==> config.mk <==
export PLATFORM = sky130hd
export DESIGN_NAME = pba_ctrl
export DESIGN_NICKNAME = d
export VERILOG_FILES = /design/src/rtl/core/pba_pkg.sv /design/src/rtl/core/pba_ctrl.sv
export SDC_FILE = /design/constraint.sdc
export NUM_CORES = 1
export LEC_CHECK = 0
export BUFFER_PORTS_ARGS = -buffer_cell sky130_fd_sc_hd__buf_4
export CORE_AREA = 3 3 40 42
export CTS_CLUSTER_SIZE = 16
export DETAILED_ROUTE_END_ITERATION = 10
export DIE_AREA = 0 0 43 45
export HOLD_SLACK_MARGIN = 0.1
export SYNTH_ARGS = -nofsm -noshare
export SYNTH_HDL_FRONTEND = slang
export SYNTH_SLANG_ARGS = --single-unit
==> constraint.sdc <==
create_clock -name clk -period 3.1 [get_ports clk]
set_input_delay 0.155 -clock clk [delete_from_list [all_inputs] [get_ports clk]]
set_output_delay 0.155 -clock clk [all_outputs]
set_load 0.02 [all_outputs]
==> src/rtl/core/pba_pkg.sv <==
`timescale 1ns / 1ps
`default_nettype none
package pba_pkg;

    localparam int DEF_NUM_PAGES = 4096;

    localparam logic [1:0] OP_ALLOC = 2'd0;
    localparam logic [1:0] OP_FREE  = 2'd1;
    localparam logic [1:0] OP_MARK  = 2'd2;
    localparam logic [1:0] OP_QUERY = 2'd3;

    localparam int PADDR_W = 3;
    localparam logic [PADDR_W-1:0] ADDR_TOTAL_PAGES = 3'd0;

    typedef struct packed {
        logic [1:0]  opcode;
        logic [11:0] base_page;
        logic [12:0] span;
    } pba_in_t;

    typedef struct packed {
        logic        ok;
        logic [11:0] alloc_base;
        logic        any_used;
        logic [12:0] used_pages;
    } pba_out_t;

    typedef struct packed {
        logic clr_step;
        logic load;
        logic eval;
        logic finish;
        logic ok;
        logic any;
    } pba_cmd_t;

    typedef struct packed {
        logic       clr_last;
        logic [1:0] mode;
        logic       at_end;
        logic       alloc_bad;
        logic       hit;
        logic       no_room;
        logic       slot_free;
    } pba_status_t;

endpackage
`default_nettype wire

==> src/rtl/core/pba_ctrl.sv <==
`timescale 1ns / 1ps
`default_nettype none
module pba_ctrl (
    input  wire                       clk,
    input  wire                       rst_n,
    input  wire                       in_valid,
    output logic                      in_ready,
    output pba_pkg::pba_cmd_t         cmd,
    input  wire pba_pkg::pba_status_t st
);
    import pba_pkg::*;

    localparam logic [1:0] S_CLEAR = 2'd0;
    localparam logic [1:0] S_IDLE  = 2'd1;
    localparam logic [1:0] S_READ  = 2'd2;
    localparam logic [1:0] S_EVAL  = 2'd3;

    logic [1:0] state_reg, state_next;

    assign in_ready = (state_reg == S_IDLE);

    always_comb
    begin
        state_next   = state_reg;
        cmd          = '0;
        unique case (state_reg)
            S_CLEAR:
            begin
                cmd.clr_step = 1'b1;
                if (st.clr_last)
                    state_next = S_IDLE;
            end
            S_IDLE:
            begin
                if (in_valid)
                begin
                    cmd.load   = 1'b1;
                    state_next = S_READ;
                end
            end
            S_READ:
            begin
                if (st.mode == OP_ALLOC && (st.alloc_bad || st.at_end))
                begin
                    if (st.slot_free)
                    begin
                        cmd.finish = 1'b1;
                        state_next = S_IDLE;
                    end
                end
                else if (st.at_end)
                begin
                    if (st.slot_free)
                    begin
                        cmd.finish = 1'b1;
                        cmd.ok     = 1'b1;
                        state_next = S_IDLE;
                    end
                end
                else
                    state_next = S_EVAL;
            end
            S_EVAL:
            begin
                if (st.mode == OP_QUERY && st.hit)
                begin
                    if (st.slot_free)
                    begin
                        cmd.finish = 1'b1;
                        cmd.ok     = 1'b1;
                        cmd.any    = 1'b1;
                        state_next = S_IDLE;
                    end
                end
                else if (st.mode == OP_ALLOC && st.hit && st.no_room)
                begin
                    if (st.slot_free)
                    begin
                        cmd.finish = 1'b1;
                        state_next = S_IDLE;
                    end
                end
                else
                begin
                    cmd.eval   = 1'b1;
                    state_next = S_READ;
                end
            end
            default: state_next = S_IDLE;
        endcase
    end

    always_ff @(posedge clk or negedge rst_n)
    begin
        if (!rst_n)
            state_reg <= S_CLEAR;
        else
            state_reg <= state_next;
    end

    a_load_idle: assert property (@(posedge clk) disable iff (!rst_n)
        cmd.load |=> state_reg == S_READ)
        else $error("load did not start a pass");

    a_eval_after_read: assert property (@(posedge clk) disable iff (!rst_n)
        cmd.eval |-> $past(state_reg) == S_READ)
        else $error("evaluation without a read");

    a_finish_busy: assert property (@(posedge clk) disable iff (!rst_n)
        cmd.finish |-> !in_ready)
        else $error("finish while idle");

endmodule
`default_nettype wire

==> Yosys cells after proc, flatten, opt, wreduce, memory -nomap -nowiden <==
Cells that the tools add are included.
{ "totals": {"elab_cells": 40, "mem_bits_rw": 0, "reg_bits": 2, "inputBits": 11, "latchBits": 0, "romBits": 0, "n_memories": 0} }
{ "op_classes": {"n_bitwise": 0, "addsub": 0, "n_lt_le_gt_ge": 0, "n_mux": 25, "div": 0, "n_shift": 0, "multipliers": 0, "reduce_logical": 8, "n_eq_ne": 6} }
{ "op_table": {"columns": ["cell", "count"], "rows": [
  ["2-bit 2-to-1 mux", 10],
  ["1-bit 2-to-1 mux", 12],
  ["2-bit case mux with 4 select lines", 1],
  ["2-bit equality test (second input constant)", 3],
  ["1-bit logical AND", 4],
  ["2-bit zero test", 2],
  ["2-bit != test (second input constant)", 2],
  ["2-bit case mux with 2 select lines", 1],
  ["3-bit 2-to-1 mux", 1],
  ["2-bit by 1-bit equality test with 1-bit output (second input constant)", 1],
  ["2-bit AND reduction", 1],
  ["1-bit logical OR", 1]
]} }

==> Longest topological paths before layout <==
Gate-level depths: netlist of run 1.
{ "depth": {"depth_word": 6, "depth_mapped": 4, "depth_no_buf": 3} }

==> Least setup slack after synthesis of run 1 <==
OpenSTA, ideal clock, no wires.
{ "synth_path": {"path_type": "reg-to-output", "startpoint": "register state_reg[0]", "endpoint": "output port cmd[2] (netlist bit)", "n_path_buf": 1, "t_required_ps": 2945, "path_slack_ps": 1844, "t_arrival_ps": 1101, "stages_incl_launch_ff": 4, "cell_sequence": "dfrtp_1 > buf_4 > nor3_1 > a211oi_1"} }
{ "synth_lines": {"columns": ["element", "line_no", "source"], "rows": [
  ["start, declared", "pba_ctrl.sv:18", "logic [1:0] state_reg, state_next;"],
  ["start signal, assigned", "pba_ctrl.sv:98", "state_reg <= state_next;"],
  ["end, declared", "pba_ctrl.sv:8", "output pba_pkg::pba_cmd_t cmd,"]
]} }

==> metrics.txt, run 1 <==
status completed; Seq pwr share 0.247; worst min-delay path category in -> reg; FMAX 0.656 GHz; Final Worst Setup Slack 1.58 ns; sequential area share after synthesis 0.211; Routed Antenna Nets 0; P_int 161 uW; P_leak 0.191 nW; DRT iter0 DRCs 12; post-CTS sizing 0; syn_nets 43; largest net degree at the start of global routing 13; Crit path max-delay family flip-flops; Nets 64; Pwr Total 293 uW; final instance area 404 sq um; switching pwr 132 uW; pre-CTS setup slack 1.82 ns; cts bufs inserted 3; CTS tree done; gpl congestion 0.648; Clock Skew 0.000687 ns; area of the multi-input gates 171 sq um; # hold bufs at CTS 1; port bufs 17; Finished Core Util 0.315; Critical Path End Type primary output; Net Sw Frac 0.450; Slew @ Worst Pin between 0.3 and 0.4 ns; total grt overflow 0; Period minus WS final 1.52 ns; critical path type reg -> out; Layout area overhead 70.0%; Bufs and invs on worst path 1; Syn. warnings 0; Total Wirelength 732 um; Clk pwr share 0.195; max reg flops 2; post-CTS setup buffer count 0; synthesized area 238 sq um; Die W 43 um; drt drc 0; Final Max Tran Viols 0; Max-slew headroom 0.773; combinational fraction of design power 0.558; initial antenna violation count 0; setup_tns 0 ns; R2R setup slack between 1.5 and 2 ns; mean post-synth cell area 7.43 sq um; vias in the first global route 277; Die Ht between 40 and 50 um; GRT Resource Usage Total 0.0848; Setup Viol. Count Final 0; CP Launch Type register; H-tree levels 1; drt first pass iters 4; CP max stage cell dfrtp_1; Die Area 1940 sq um; drt wl/cell approximately 11 um; Clock Latency Late Sink 0.22 ns; critical-path cell list nand2_1, a311oi_2, buf_4; final hold vios 0; Clk Tree Root Cell clkbuf_4; Max-Cap Viols 0; Power Density 726 nW/um^2; Vias a little over 300; area post-placement 372 sq um; dpl cells 62; RSZ-0062 raised after global routing no; global-route wire length before repair 1180 um; final std cells w/o fill 66; final worst path period share 0.492; area of the core 1280 sq um; library cells used by synthesis 22; worst hold slack 0.246 ns; Top Ports 18; Longest Clk Path Bufs 2; antenna diode count 0; share of post-route cells with drive strength above 1 0.471; CP Max Fanout 12; Worst EP arrival 1.37 ns; cells after synthesis 32; peak supply drop 0.240 mV; Crit path largest cell delay 0.51 ns; count of state elements after synthesis 2; fillcell total 150; required time worst endpoint 2.94 ns; Std-Cell Rows 13; via/cell ratio 4.59; clock slew at reported path FFs 0.03 ns; CTS sink cnt 2; Register Area 50.0 sq um; Starting Density 0.185
-- power by group through the flow --
stage          registers (mW)  logic (mW)  clock network [mW]
4_1_cts                0.0714       0.165              0.0603
3_5_place_dp           0.0717       0.163                   0
6_report               0.0723       0.164              0.0573
2_1_floorplan          0.0436       0.136                   0
5_1_grt                0.0787       0.182              0.0640
3_3_place_gp           0.0719       0.164                   0
-- worst min-delay path: stages --
cell	delay, ns
buf_4	0.08
a21oi_1	0.06
o21bai_1	0.13
-- cells in the final DEF, fill, tap and decap left out --
| master | instances |
|---|---|
| nor3b_1 | 1 |
| a211oi_1 | 1 |
| a311oi_2 | 1 |
| nor2b_1 | 2 |
| and3_2 | 1 |
| dfrtp_1 | 2 |
| buf_4 | 17 |
| and3_4 | 1 |
| or2_2 | 1 |
| nor3_1 | 1 |
| clkbuf_4 | 3 |
| and4_1 | 1 |
| a21oi_1 | 4 |
| o21bai_1 | 1 |
| dlygate4sd3_1 | 1 |
| a31oi_1 | 1 |
| nor2_1 | 3 |
| nand2_1 | 4 |
| a311oi_1 | 1 |
| inv_1 | 1 |
| o21ai_0 | 1 |
| o311a_1 | 1 |
| or2_0 | 1 |
-- per-layer routing --
layer,GRT usage,share of wire
met2,0.111,0.40
met4,0.0723,0.016
met3,0.0359,0.12
met1,0.106,0.45
met5,0,0
-- synth_stat cells --
cell / count / area share
a311oi_2: 1 / 0.063
or2_2: 1 / 0.026
nor2b_1: 2 / 0.053
buf_2: 1 / 0.021
buf_4: 1 / 0.032
o311a_1: 1 / 0.042
nor2_1: 3 / 0.047
nor3b_1: 1 / 0.032
o21bai_1: 1 / 0.032
dfrtp_1: 2 / 0.21
o21ai_0: 1 / 0.021
a311oi_1: 1 / 0.037
inv_1: 1 / 0.016
a211oi_1: 1 / 0.032
and3_4: 1 / 0.047
or2_0: 1 / 0.026
a21oi_1: 4 / 0.084
and4_1: 1 / 0.037
and3_2: 1 / 0.032
nor3_1: 1 / 0.021
a31oi_1: 1 / 0.026
nand2_1: 4 / 0.063
-- final timing paths --
check / endpoint / depth (start not counted) / startpoint
setup / recovery: cmd[3] / 3 / state_reg[0]
hold / removal: state_reg[1] / 3 / in_valid
setup reg to reg: state_reg[1] / 3 / state_reg[0]
hold reg to reg: state_reg[1] / 2 / state_reg[1]
max in group asynchronous: state_reg[1] / 2 / rst_n
min in group asynchronous: state_reg[0] / 2 / rst_n
-- area by class of cell --
| cell class | instances | share of cell area |
|---|---|---|
| repair buffers | 18 | 0.341 |
| clock buffers | 3 | 0.0557 |
| inverters | 1 | 0.00929 |
| well taps | 15 | 0.0464 |
| flip-flops and latches | 2 | 0.124 |
| multi-input cells | 27 | 0.424 |
-- kinds of logic (layout without fill, tap and decap cells) --
family | count (synthesis) | in the layout | share of synthesized area
AO/OA/AOI/OAI | 11 | 11 | 0.337
buffers and inverters | 3 | 22 | 0.0684
flip-flops | 2 | 2 | 0.211
AND/OR/NAND/NOR | 16 | 16 | 0.384
Note: power is estimated with default switching activity, not from simulation.
==> run 2, diff against run 1 <==
==> constraint.sdc (replaced) <==
create_clock -name clk -period 1.25 [get_ports clk]
set_input_delay 0.0625 -clock clk [delete_from_list [all_inputs] [get_ports clk]]
set_output_delay 0.0625 -clock clk [all_outputs]
set_load 0.02 [all_outputs]
==> run 2 against run 1 <==
  * Die area stayed put
  * Combinational power grew to 3.9 times the previous value
  * Power grew to 3.2 times the previous value
  * Largest cell class is now non-clock buffers
  * The flow now finishes with violations (negative setup slack)
  * Utilization increased by 6.8 points
  * Sequential share of layout area shrank 1.7 points
  * Clock power grew 150%
  * Via count up 9.6%
  * Critical path depth grew 1
==> metrics.txt, run 2 (synthesized netlist as in run 1, its figures left out) <==
Max-Cap Viols 0 (unchanged); global-route wire length before repair 1320 um (+12%); Total Wirelength 861 um (+18%); Net Sw Frac 0.421 (-0.0293); Register Area 52.6 sq um (+5.0%); final hold vios 0 (unchanged); max reg flops 2 (unchanged); CP Launch Type register; commonest cells after routing, fill and taps aside 22 x buf_4, 3 x nor2_1, 3 x nand2_1, 3 x clkbuf_4; area of the core 1280 sq um (unchanged); CTS sink cnt 2 (unchanged); status complete, but fails checks; antenna diode count 0 (unchanged); GRT Resource Usage Total 0.0998 (+0.0150); Worst EP arrival 1.20 ns (-0.17 ns); Finished Core Util 0.383 (+0.0682); worst hold slack 0.143 ns (-0.103 ns); combinational fraction of design power 0.682 (+0.124); cts bufs inserted 3 (unchanged); share of post-route cells with drive strength above 1 0.672 (+0.202); Clock Skew 0.000413 ns (-0.000273 ns); fillcell total 141 (-6.0%); vias in the first global route 330 (+19%); switching pwr 394 uW (+200%); commonest non-fill, non-tap cell in the layout buf_4; required time worst endpoint 1.19 ns (-1.75 ns); drt first pass iters 2 (-2); initial antenna violation count 0 (unchanged); Crit path largest cell delay 0.45 ns (-0.06 ns); Starting Density 0.185 (unchanged); critical-path cell list and3_4, o21ai_2, a21oi_2, buf_4; Die W 43 um (unchanged); Clk Tree Root Cell clkbuf_4; Std-Cell Rows 13 (unchanged); Critical Path End Type primary output; critical path type reg -> out; pre-CTS setup slack 0.0491 ns (-1.77 ns); final worst path period share 1.01; Routed Antenna Nets 0 (unchanged); Pwr Total 936 uW (+220%); DRT iter0 DRCs 2 (-10); P_int 542 uW (+240%); FMAX 0.792 GHz; via/cell ratio 4.55 (-0.94%); Vias 332 (+9.6%); area of the multi-input gates 196 sq um (+15%); Max-slew headroom 0.831 (+0.0587); Seq pwr share 0.167 (-0.080); Top Ports 18 (unchanged); Power Density 1900 nW/um^2 (+160%); Clock Latency Late Sink 0.22 ns (about the same); CTS tree done; failing checks negative setup slack; Layout area overhead 107%; Final HPWL DP 577 um; Final Max Tran Viols 0 (unchanged); Die Area 1940 sq um (unchanged); Nets 71 (+11%); peak supply drop 0.515 mV (+110%); drt wl/cell 11.8 um (+6.3%); P_leak 0.226 nW (+19%); worst min-delay path category in -> reg; CP max stage cell dfrtp_2; Final Worst Setup Slack -0.0128 ns (-1.59 ns); setup_tns -0.0128 ns (-0.0128 ns); gpl congestion 0.674 (+4.0%); Setup Viol. Count Final 1 (+1); Die Ht 45 um (unchanged); Slew @ Worst Pin 0.252 ns (-0.0887 ns); port bufs 17 (unchanged); RSZ-0062 raised after global routing yes; clock slew at reported path FFs 0.03 ns (about the same); Clk pwr share 0.151 (-0.044); Longest Clk Path Bufs 2 (unchanged); largest net degree at the start of global routing 8 (-5); H-tree levels 1 (unchanged); CP Max Fanout 6 (-6); Period minus WS final 1.26 ns; drt drc 0 (unchanged); total grt overflow 0 (unchanged)
-- run 2: changes by cell type in the layout (fill, tap and decap cells not counted), sizes merged --
cell,previous run,this run
buf,17,24
-- run 2: layout make-up --
type / instances / area share
flip-flops and latches: 2 / 0.107
clock buffers: 3 / 0.0458
inverters: 1 / 0.00763
well taps: 15 / 0.0382
repair buffers: 25 / 0.402
multi-input cells: 27 / 0.399
-- run 2: critical path: cells and delay by family (launching register included) --
kind | cells | cell delay, ns
DFF | 1 | 0.45
AOI/OAI and AO/OA | 2 | 0.21
and+or+nand+nor | 1 | 0.17
buffers and inverters | 1 | 0.15
-- run 2: stage by stage --
step	std cells	instance area (sq um)
after floorplan	32	238
after global placement	65	394
after detailed placement	65	394
after CTS	72	455
after global routing	73	492
final	73	492
-- run 2: metal layers --
metal / wire length [um] / vias to the layer above / GRT usage / part of all wire
li1: - / 172 / - / -
met1: 358 / 149 / 0.106 / 0.42
met2: 452 / 11 / 0.147 / 0.52
met3: 50 / 0 / 0.0359 / 0.058
met4: 0 / 0 / 0.108 / 0
met5: 0 / - / 0 / 0
-- run 2: power by group through the flow --
| stage | logic [mW] | registers, mW | clock network [mW] |
|---|---|---|---|
| finish | 0.638 | 0.156 | 0.141 |
| global route | 0.697 | 0.161 | 0.156 |
| CTS | 0.568 | 0.141 | 0.147 |
| detailed placement | 0.447 | 0.172 | 0 |
| global placement | 0.451 | 0.168 | 0 |
| floorplan | 0.338 | 0.108 | 0 |
-- run 2: final timing paths --
check	startpoint	end	slack, ns	depth (start not counted)
max in group asynchronous	rst_n	state_reg[1]	0.98	2
worst min-delay path	in_valid	state_reg[1]	0.14	3
min in group asynchronous	rst_n	state_reg[0]	0.17	2
worst max register to register	state_reg[0]	state_reg[0]	0.05	4
worst min register to register	state_reg[1]	state_reg[0]	0.75	3
worst max-delay path	state_reg[0]	cmd[1]	-0.01	4
-- run 2: timing repair --
item,in CTS,in global routing
setup endpoints to repair,4,5
hold endpoints to repair,2,0
pin swaps,2,8
hold buffers,1,0
buffers inserted,3,1
gates resized for setup,4,8
